[config.mk]
export PLATFORM = sky130hd
export DESIGN_NAME = stbs_ctrl
export DESIGN_NICKNAME = d
export VERILOG_FILES = /design/src/rtl/core/stbs_pkg.sv /design/src/rtl/core/stbs_ctrl.sv
export SDC_FILE = /design/constraint.sdc
export NUM_CORES = 1
export LEC_CHECK = 0
export BUFFER_PORTS_ARGS = -buffer_cell sky130_fd_sc_hd__clkbuf_2
export CORE_AREA = 2 2 39 41
export CTS_BUF_LIST = sky130_fd_sc_hd__clkbuf_4 sky130_fd_sc_hd__clkbuf_8
export CTS_CLUSTER_SIZE = 10
export DETAILED_ROUTE_END_ITERATION = 16
export DIE_AREA = 0 0 41 43
export PLACE_DENSITY = 0.31
export SLEW_MARGIN = 10
export SYNTH_ARGS = -nofsm -noshare
export SYNTH_HDL_FRONTEND = slang
export SYNTH_SLANG_ARGS = --single-unit
[constraint.sdc]
create_clock -name clock -period 1.1 [get_ports clock]
set_input_delay 0.055 -clock clock [delete_from_list [all_inputs] [get_ports clock]]
set_output_delay 0.055 -clock clock [all_outputs]
set_load 0.005 [all_outputs]
[src/rtl/core/stbs_pkg.sv]
package stbs_pkg;

   localparam int unsigned TSIZE_W   = 11;
   localparam int unsigned KEY_W     = 32;
   localparam int unsigned MATCH_W   = 10;
   localparam int unsigned PROBE_W   = 4;
   localparam int unsigned ENTRY_W   = 10;
   localparam int unsigned CSR_DATA_W = 32;
   localparam int unsigned CSR_ADDR_W = 3;

   // register index, taken from paddr[2]
   localparam logic CSR_TABLE_SIZE = 1'b0;

   localparam logic MODE_WRITE  = 1'b0;
   localparam logic MODE_SEARCH = 1'b1;

   typedef struct packed {
      logic mem_write;   // store the request's entry, acknowledge
      logic load;        // capture key, open the window
      logic probe;       // read entry at midpoint
      logic check;       // compare read data, narrow window or finish
      logic finish_miss; // window empty, report not found
   } cmd_type;

   typedef struct packed {
      logic empty;
      logic hit;
   } status_type;

endpackage

[src/rtl/core/stbs_ctrl.sv]
module stbs_ctrl (
   input  logic                 clock,
   input  logic                 reset,
   input  logic                 start,
   input  logic                 req_mode,
   input  stbs_pkg::status_type status,
   output stbs_pkg::cmd_type    cmd,
   output logic                 busy
);

   typedef enum logic [2:0] {
      ST_IDLE  = 3'b001,
      ST_PROBE = 3'b010,
      ST_CHECK = 3'b100
   } state_type;

   state_type state_ff;
   state_type state_in;
   logic      accept;

   assign busy   = (state_ff != ST_IDLE);
   assign accept = start && !busy;

   always_comb begin
      cmd             = '0;
      state_in        = state_ff;
      unique case (state_ff)
         ST_IDLE: begin
            if (accept) begin
               if (req_mode == stbs_pkg::MODE_WRITE) begin
                  cmd.mem_write = 1'b1;
               end else begin
                  cmd.load = 1'b1;
                  state_in = ST_PROBE;
               end
            end
         end
         ST_PROBE: begin
            if (status.empty) begin
               cmd.finish_miss = 1'b1;
               state_in        = ST_IDLE;
            end else begin
               cmd.probe = 1'b1;
               state_in  = ST_CHECK;
            end
         end
         ST_CHECK: begin
            cmd.check = 1'b1;
            state_in  = status.hit ? ST_IDLE : ST_PROBE;
         end
         default: begin
            state_in = ST_IDLE;
         end
      endcase
   end

   always_ff @(posedge clock) begin
      if (reset) begin
         state_ff <= ST_IDLE;
      end else begin
         state_ff <= state_in;
      end
   end

endmodule

==> results.json, run 1 <==
{
  "wire_per_inst_um": 9.315,
  "fin_skew_ps": 0.1932,
  "hold_viol": 0,
  "violations": "negative setup slack",
  "hpwl_um": 336.9,
  "crit_path_end_kind": "output port",
  "largest_reg_flops": 3,
  "power.switching_uw": 150.5,
  "hold_class": "input port to register",
  "portBuffers": 11,
  "grt_pass1_wl_um": 745,
  "drt_first_pass_iters": 1,
  "postSynthAreaPerCell_sq_um": 10.29,
  "wirelength_um": 503,
  "diodes": 0,
  "fillCellCount": 149,
  "viasPerCell": 3.704,
  "cts.sinks": 3,
  "synth_warnings": 0,
  "antenna_found_initial": 0,
  "p_leak_nw": 0.1781,
  "finalPower_uw": 569.1,
  "finalSetupViolations": 4,
  "p_sw_share_pct": 26.46,
  "core_sq_mm": 0.001384,
  "synth_nets": 24,
  "synth_seq_area_share_pct": 32.43,
  "cts.reportedPaths.clkPinSlew_ps": 40,
  "critPathMaxFanout": 4,
  "vdd.ir_drop.worst_mv": 0.3520,
  "yosys_register_bits": 3,
  "via_count": 200,
  "crit_required_ps": 1040,
  "drt_iter0_markers": 0,
  "final_cell_mix": "clkbuf_2 (8), buf_4 (5), clkbuf_4 (4)",
  "reg2reg_to": "state_ff[2]$_SDFFE_PP0P_",
  "die_w_um": 41,
  "p_int_uw": 418.5,
  "cp.arrival_ps": 1120,
  "cpPeakStageDelay_ps": 350,
  "relSlewSlack_pct": 84.99,
  "worst_path_dominant_cell_family": "simple AND/OR/NAND/NOR gates",
  "regToRegStartpoint": "state_ff[1]$_SDFFE_PP0P_",
  "io_pins": 12,
  "cp-start-kind": "register",
  "report.final.slew_viol_count": 0,
  "netlist_instances": 18,
  "p_comb_share_pct": 35.4,
  "fmax_mhz": 851.7,
  "worstSetupPathType": "register to output port",
  "antenna_left": 0,
  "power.share.clock_pct": 38.0,
  "top_regs": "state_ff x3",
  "die_h_um": 43,
  "grt_pass1_vias": 206,
  "r2r_setup_slack_ps": -30,
  "design_area_sq_um": 362.8,
  "final_common_cell": "clkbuf_2",
  "syn_to_final_growth_pct": 95.95,
  "drc": 0,
  "hp-start": "reset",
  "final_core_util_pct": 26.22,
  "hold_depth": 3,
  "die_area_sq_mm": 0.001763,
  "post_dp_cell_area_sq_um": 252.7,
  "root_buffer": "clkbuf_4",
  "netlist_area_sq_um": 185.2,
  "reg2reg_depth": 5,
  "synth.distinct_cells": 15,
  "num-nets-final": 45,
  "regMostFlops": "state_ff",
  "num_rows": 14,
  "min_period_over_period_pct": 106.7,
  "grt_max_degree": 5,
  "final.setup.tns_ps": -210.3,
  "sequentialPowerShare_pct": 26.5,
  "slowest_stage": "dfxtp_4",
  "status": "finished with violations",
  "whs_endpoint": "state_ff[0]$_SDFFE_PP1P_",
  "tightest_slew_ps": 224.2,
  "power_density_mw_per_mm2": 1568,
  "initial_utilization_pct": 13.38,
  "max_cap_violations": 0,
  "cp_num_cells": 3,
  "fin_ws_ps": -74.11,
  "path_cells": "nor3b_4 > and3_1 > clkbuf_2",
  "crit_buf_inv": 1,
  "clk_latency_ps": 230,
  "htree_levels": 1,
  "clockBufferDepth": 2,
  "period_needed_ps": 1174,
  "tritoncts": "yes",
  "gp_congestion": 0.6140,
  "cts_buffers": 3,
  "drive_above_1_share_pct": 76.32,
  "grt_usage_pct": 6.607,
  "rsz0062_at_grt": "yes",
  "grt_overflow": 0
}
cell usage after synthesis, drive strengths merged:
cell type | count | share of area [%]
dfxtp | 3 | 32
nand2 | 2 | 4.1
nor3b | 2 | 17
a21oi | 1 | 4.7
and2 | 1 | 3.4
and2b | 1 | 4.1
and3 | 1 | 3.4
and4bb | 1 | 6.8
buf | 1 | 4.1
inv | 1 | 2.0
nor2 | 1 | 2.0
nor4b | 1 | 8.1
o21a | 1 | 4.1
o31ai | 1 | 4.1
routing by layer:
layer / GRT usage [%] / up-vias / wire (um)
met5: 0 / - / 0
met4: 8.000 / 0 / 0
met3: 1.571 / 0 / 31
li1: - / 103 / -
met1: 7.006 / 89 / 186
met2: 9.063 / 8 / 285
final cells by class:
cell class / count / area (sq um) / area share (%)
timing repair buffer: 17 / 110.1 / 30.34
sequential: 3 / 68.82 / 18.97
inverter: 1 / 3.754 / 1.034
clock buffer: 4 / 30.03 / 8.276
multi-input combinational: 13 / 130.1 / 35.86
tap: 16 / 20.02 / 5.517
cell families (layout without fill, tap and decap cells):
group	Yosys count	count (layout)	share of synthesized area, %
simple gates	10	10	48.65
compound gates	3	3	12.84
flops	3	3	32.43
buf+inv	2	22	6.081
worst max-delay path by stage:
stage / startpoint / end / slack (ps)
floorplan: state_ff[0]$_SDFFE_PP1P_ / state_ff[2]$_SDFFE_PP0P_ / 100
global placement: state_ff[0]$_SDFFE_PP1P_ / state_ff[2]$_SDFFE_PP0P_ / 40
global route: state_ff[0]$_SDFFE_PP1P_ / cmd[4] / -140
CTS: state_ff[2]$_SDFFE_PP0P_ / cmd[3] / -100
finish: state_ff[1]$_SDFFE_PP0P_ / cmd[3] / -70
detailed placement: state_ff[0]$_SDFFE_PP1P_ / state_ff[2]$_SDFFE_PP0P_ / 10
worst reg2reg max path: stages (launching register included):
cell,delay (ps)
dfxtp_4,350
nor3b_4,240
buf_4,150
buf_6,100
a21oi_4,50
and2_1,130
power by group through the flow:
| stage | Sequential [mW] | Clock, mW | Combinational, mW |
|---|---|---|---|
| after detailed placement | 0.148 | 0 | 0.114 |
| after floorplan | 0.143 | 0 | 0.0759 |
| final | 0.151 | 0.217 | 0.202 |
| after CTS | 0.153 | 0.229 | 0.147 |
| after global routing | 0.153 | 0.234 | 0.218 |
| after global placement | 0.146 | 0 | 0.114 |
metrics by stage:
stage	hold WS [ps]	worst slack [ps]	instances
floorplan	141.1	100.6	18
global placement	267.9	38.88	44
detailed placement	278.2	10.40	44
CTS	33.79	-97.92	50
global route	65.21	-142.6	54
finish	48.90	-74.11	54
what timing repair did:
action	in CTS	in global routing
pin swaps	3	5
buffers inserted	2	4
setup endpoints to repair	5	8
hold buffers	0	0
resized for setup	5	7
Power figures use the tool's default switching activity.
==> inputs of run 2 (changes only) <==
--- a/config.mk
+++ b/config.mk
@@ -12,7 +12,7 @@
 export DETAILED_ROUTE_END_ITERATION = 16
 export DIE_AREA = 0 0 41 43
 export PLACE_DENSITY = 0.31
-export SLEW_MARGIN = 10
+export SLEW_MARGIN = 25
 export SYNTH_ARGS = -nofsm -noshare
 export SYNTH_HDL_FRONTEND = slang
 export SYNTH_SLANG_ARGS = --single-unit
==> constraint.sdc (replaced) <==
create_clock -name clock -period 1.1 [get_ports clock]
set_input_delay 0.165 -clock clock [delete_from_list [all_inputs] [get_ports clock]]
set_output_delay 0.165 -clock clock [all_outputs]
set_load 0.005 [all_outputs]
==> run 2 against run 1 <==
  * The run still ends with negative setup slack left
  * Cell area increased by 6.2%
  * Critical path depth unchanged
  * Via count increased by 7.0%
  * Global-route usage increased by 1.2 points
  * Register-to-register slack improved by 70 ps
  * Utilization increased by 1.6 points
  * Setup slack got worse by 98 ps
  * First-iteration DRC count increased by 6
  * Clock skew about the same
  * Sequential cell count unchanged
  * Critical path type unchanged
  * Largest cell class is now non-clock buffers
==> results.json, run 2 (synthesized netlist as in run 1, its figures left out) <==
{
  "cts.reportedPaths.clkPinSlew_ps": 40,
  "crit_path_end_kind": "output port",
  "fmax_mhz": 785.9,
  "regMostFlops": "state_ff",
  "num-nets-final": 48,
  "cpPeakStageDelay_ps": 350,
  "p_leak_nw": 0.1939,
  "cp-start-kind": "register",
  "startpoint": "state_ff[0]$_SDFFE_PP1P_",
  "regToRegStartpoint": "state_ff[0]$_SDFFE_PP1P_",
  "fin_skew_ps": 0.5881,
  "grt_pass1_vias": 213,
  "portBuffers": 11,
  "rsz0062_at_grt": "yes",
  "r2r_setup_slack_ps": 40,
  "wire_per_inst_um": 8.807,
  "period_needed_ps": 1272,
  "die_w_um": 41,
  "antenna_left": 0,
  "fillCellCount": 156,
  "initial_utilization_pct": 13.38,
  "grt_pass1_wl_um": 800,
  "drt_first_pass_iters": 2,
  "vdd.ir_drop.worst_mv": 0.4399,
  "grt_max_degree": 5,
  "multiInputGateArea_sq_um": 128.9,
  "path_cells": "nor3b_4 > and3_1 > clkbuf_2",
  "hold_class": "input port to register",
  "place_ws_ps": -10.97,
  "antenna_found_initial": 0,
  "viasPerCell": 3.754,
  "num_rows": 14,
  "status": "finished with violations",
  "report.final.slew_viol_count": 0,
  "cp.arrival_ps": 1110,
  "die_area_sq_mm": 0.001763,
  "min_period_over_period_pct": 115.7,
  "core_sq_mm": 0.001384,
  "root_buffer": "clkbuf_4",
  "cts_buffers": 3,
  "max_cap_violations": 0,
  "seqCellArea_sq_um": 68.82,
  "via_count": 214,
  "worstSetupPathType": "register to output port",
  "tightest_slew_ps": 213.1,
  "crit_required_ps": 940,
  "critPathMaxFanout": 4,
  "io_pins": 12,
  "drive_above_1_share_pct": 80.49,
  "hold_slack_ps": 140.2,
  "grt_overflow": 0,
  "final_common_cell": "clkbuf_2",
  "finalSetupViolations": 6,
  "die_h_um": 43,
  "hp-start": "reset",
  "post_dp_cell_area_sq_um": 275.3,
  "fin_ws_ps": -172.4,
  "finalNonFillerCells": 57,
  "tritoncts": "yes",
  "top_regs": "state_ff x3",
  "hpwl_um": 342.5,
  "drc": 0,
  "final_cell_mix": "clkbuf_2 (9), buf_4 (6), clkbuf_4 (4), buf_6 (3)",
  "power_density_mw_per_mm2": 1528,
  "crit_buf_inv": 1,
  "cts_hold_repair.buffers": 0,
  "violations": "negative setup slack",
  "slowest_stage": "dfxtp_4",
  "gp_congestion": 0.5667,
  "htree_levels": 1,
  "relSlewSlack_pct": 85.78,
  "drt_iter0_markers": 6,
  "grt_usage_pct": 7.816,
  "hold_viol": 0,
  "cts.sinks": 3,
  "largest_reg_flops": 3,
  "syn_to_final_growth_pct": 108.1,
  "design_area_sq_um": 385.4,
  "diodes": 0,
  "clk_latency_ps": 230,
  "clockBufferDepth": 2,
  "wirelength_um": 502,
  "dp_cells": 47,
  "worst_path_dominant_cell_family": "simple AND/OR/NAND/NOR gates"
}
-- run 2: timing repair --
action                                  CTS  global route
pin swaps                                 4             5
buffers inserted                          2             4
gates resized for setup                   5             8
endpoints found under the setup margin    6             9
-- run 2: worst paths after layout --
path                                                  to  cells past startpoint
worst max-delay path                              cmd[3]                      3
worst min-delay path            state_ff[0]$_SDFFE_PP1P_                      3
worst max register to register  state_ff[2]$_SDFFE_PP0P_                      4
worst min register to register  state_ff[2]$_SDFFE_PP0P_                      3
-- run 2: worst reg2reg max path, cell delays in order (launching register included) --
cell and delay (ps):
dfxtp_4 350, nor3b_4 240, buf_4 160, a21oi_2 60, and2_1 150
-- run 2: final cells by class --
cell class	count	share of cell area [%]
repair buffers	20	34.74
multi-input cells	13	33.44
flip-flops and latches	3	17.86
clock buffers	4	7.792
well taps	16	5.195
inverters	1	0.9740
-- run 2: routing by layer --
metal  part of all wire, %  global-route usage, %  vias up
met4                   7.2                  12.00        0
met1                    36                  6.709       89
met2                    49                  10.31       12
met5                     0                      0        -
li1                      -                      -      109
met3                   8.4                  3.141        4
-- run 2: metrics by stage --
stage	power (mW)	setup TNS [ps]	util, %
3_5_place_dp	0.2970	-10.97	19.89
3_3_place_gp	0.2968	-2.087	19.89
2_1_floorplan	0.2192	0	-
6_report	0.5887	-811.0	27.85
4_1_cts	0.5684	-930.6	24.05
5_1_grt	0.6373	-1279	27.85
-- run 2: power by group --
group	switching (mW)	internal, mW	total (mW)
Sequential	0.0172	0.127	0.144
Combinational	0.0837	0.146	0.229
Clock	0.0549	0.160	0.215
==> inputs of run 3 (changes only) <==
==> constraint.sdc (replaced) <==
create_clock -name clock -period 1.5 [get_ports clock]
set_input_delay 0.3 -clock clock [delete_from_list [all_inputs] [get_ports clock]]
set_output_delay 0.3 -clock clock [all_outputs]
set_load 0.005 [all_outputs]
==> run 3 against run 2 <==
  * The flow now finishes without violations
  * Hold slack gained 150 ps
  * Non-clock buffer count shrank 7
  * Via count shrank 11%
  * Critical path depth is the same
  * Final cell count shrank 12%
  * Clock skew grew 1.9 ps
  * First-iteration DRC count shrank 17%
  * Sequential cell count is the same
  * Wire length shrank 5.0%
  * Cell area shrank 18%
  * Utilization shrank 5.1 points
  * Critical endpoint unchanged
  * Combinational power shrank 51%
==> results.json, run 3 (synthesized netlist as in run 1, its figures left out) <==
{
  "status": "finished, final reports clean",
  "final_core_util_pct": 22.78,
  "hold_depth": 3,
  "place_ws_ps": 197.7,
  "reg2reg_to": "state_ff[2]$_SDFFE_PP0P_",
  "antenna_left": 0,
  "dp_cells": 44,
  "cts.reportedPaths.clkPinSlew_ps": 40,
  "initial_utilization_pct": 13.38,
  "max_cap_violations": 0,
  "whs_endpoint": "state_ff[0]$_SDFFE_PP1P_",
  "core_sq_mm": 0.001384,
  "fin_skew_ps": 2.478,
  "path_cells": "nor3b_4 > and3_1 > buf_2",
  "clockBufferDepth": 2,
  "worstSetupPathType": "register to output port",
  "hold_viol": 0,
  "drt_iter0_markers": 5,
  "num_rows": 14,
  "finalSetupViolations": 0,
  "largest_reg_flops": 3,
  "cp-start-kind": "register",
  "crit_buf_inv": 1,
  "critPathMaxFanout": 4,
  "vdd.ir_drop.worst_mv": 0.2499,
  "die_w_um": 41,
  "grt_max_degree": 5,
  "portBuffers": 11,
  "worst_path_dominant_cell_family": "simple AND/OR/NAND/NOR gates",
  "tritoncts": "yes",
  "rsz0062_at_grt": "yes",
  "die_area_sq_mm": 0.001763,
  "period_needed_ps": 1418,
  "grt_pass1_wl_um": 945,
  "diodes": 0,
  "htree_levels": 1,
  "final_common_cell": "clkbuf_2",
  "min_period_over_period_pct": 94.52,
  "cts_hold_repair.buffers": 0,
  "final_cell_mix": "clkbuf_2 (9), clkbuf_4 (4)",
  "clk_latency_ps": 240,
  "cpPeakStageDelay_ps": 360,
  "root_buffer": "clkbuf_4",
  "via_count": 191,
  "wire_per_inst_um": 9.540,
  "relSlewSlack_pct": 82.57,
  "crit_required_ps": 1200,
  "num-nets-final": 41,
  "syn_to_final_growth_pct": 70.27,
  "grt_usage_pct": 9.027,
  "power_density_mw_per_mm2": 1223,
  "io_pins": 12,
  "fmax_mhz": 705.3,
  "crit_path_end_kind": "output port",
  "die_h_um": 43,
  "fin_ws_ps": 82.23,
  "grt_overflow": 0,
  "hold_class": "input port to register",
  "grt_pass1_vias": 228,
  "regToRegStartpoint": "state_ff[0]$_SDFFE_PP1P_",
  "report.final.slew_viol_count": 0,
  "cp.arrival_ps": 1120,
  "gp_congestion": 0.5960,
  "drt_first_pass_iters": 4,
  "reg2reg_depth": 5,
  "drive_above_1_share_pct": 73.53,
  "r2r_setup_slack_ps": 330,
  "regMostFlops": "state_ff",
  "p_leak_nw": 0.1534,
  "hold_slack_ps": 289.1,
  "cts_buffers": 3,
  "wirelength_um": 477,
  "hp-start": "reset",
  "tightest_slew_ps": 260.4,
  "drc": 0,
  "top_regs": "state_ff x3",
  "cts.sinks": 3,
  "slowest_stage": "dfxtp_4",
  "finalNonFillerCells": 50,
  "viasPerCell": 3.820,
  "finalPower_uw": 385.7,
  "antenna_found_initial": 0
}
## run 3: worst min-delay path: cells and delay by family
family / cells / cell delay [ps]
buffers and inverters: 1 / 90
AO/OA/AOI/OAI: 2 / 100
## run 3: worst max-delay path by stage
| stage | startpoint | end | slack (ps) | cells after the start |
|---|---|---|---|---|
| 6_report | state_ff[0]$_SDFFE_PP1P_ | cmd[3] | 80 | 3 |
| 5_1_grt | state_ff[2]$_SDFFE_PP0P_ | cmd[4] | -50 | 4 |
| 4_1_cts | state_ff[1]$_SDFFE_PP0P_ | cmd[2] | -20 | 2 |
| 3_5_place_dp | state_ff[0]$_SDFFE_PP1P_ | cmd[3] | 200 | 3 |
| 3_3_place_gp | state_ff[0]$_SDFFE_PP1P_ | cmd[3] | 230 | 3 |
| 2_1_floorplan | state_ff[0]$_SDFFE_PP1P_ | cmd[3] | 360 | 2 |
## run 3: power by group
group	leakage [nW]	total, mW	internal (mW)	switching [mW]
sequential	0.0258	0.111	0.0933	0.0177
clock	0.0184	0.163	0.118	0.0451
combinational	0.109	0.112	0.0681	0.0437
## run 3: repair_timing
action	CTS	global route
setup buffers	1	1
resized for setup	0	8
setup endpoints to repair	3	3
pin swaps	0	2
## run 3: area by class of cell
type / count / area, sq um
Tap cell: 16 / 20.02
Sequential cell: 3 / 68.82
Timing Repair Buffer: 13 / 70.07
Clock buffer: 4 / 30.03
Fill cell: 160 / 1069
Inverter: 1 / 3.754
Multi-Input combinational cell: 13 / 122.6
## run 3: through the flow
stage | cell area [sq um] | setup TNS [ps]
after floorplan | 185.2 | 0
after global placement | 252.7 | 0
after detailed placement | 252.7 | 0
after CTS | 290.3 | -16.62
after global routing | 315.3 | -72.24
final | 315.3 | 0
## run 3: layer usage
layer / up-vias / global-route usage [%] / routed length (um)
li1: 94 / - / -
met1: 85 / 8.654 / 164
met2: 10 / 11.25 / 265
met3: 2 / 4.712 / 32
met4: 0 / 12.00 / 14
met5: - / 0 / 0
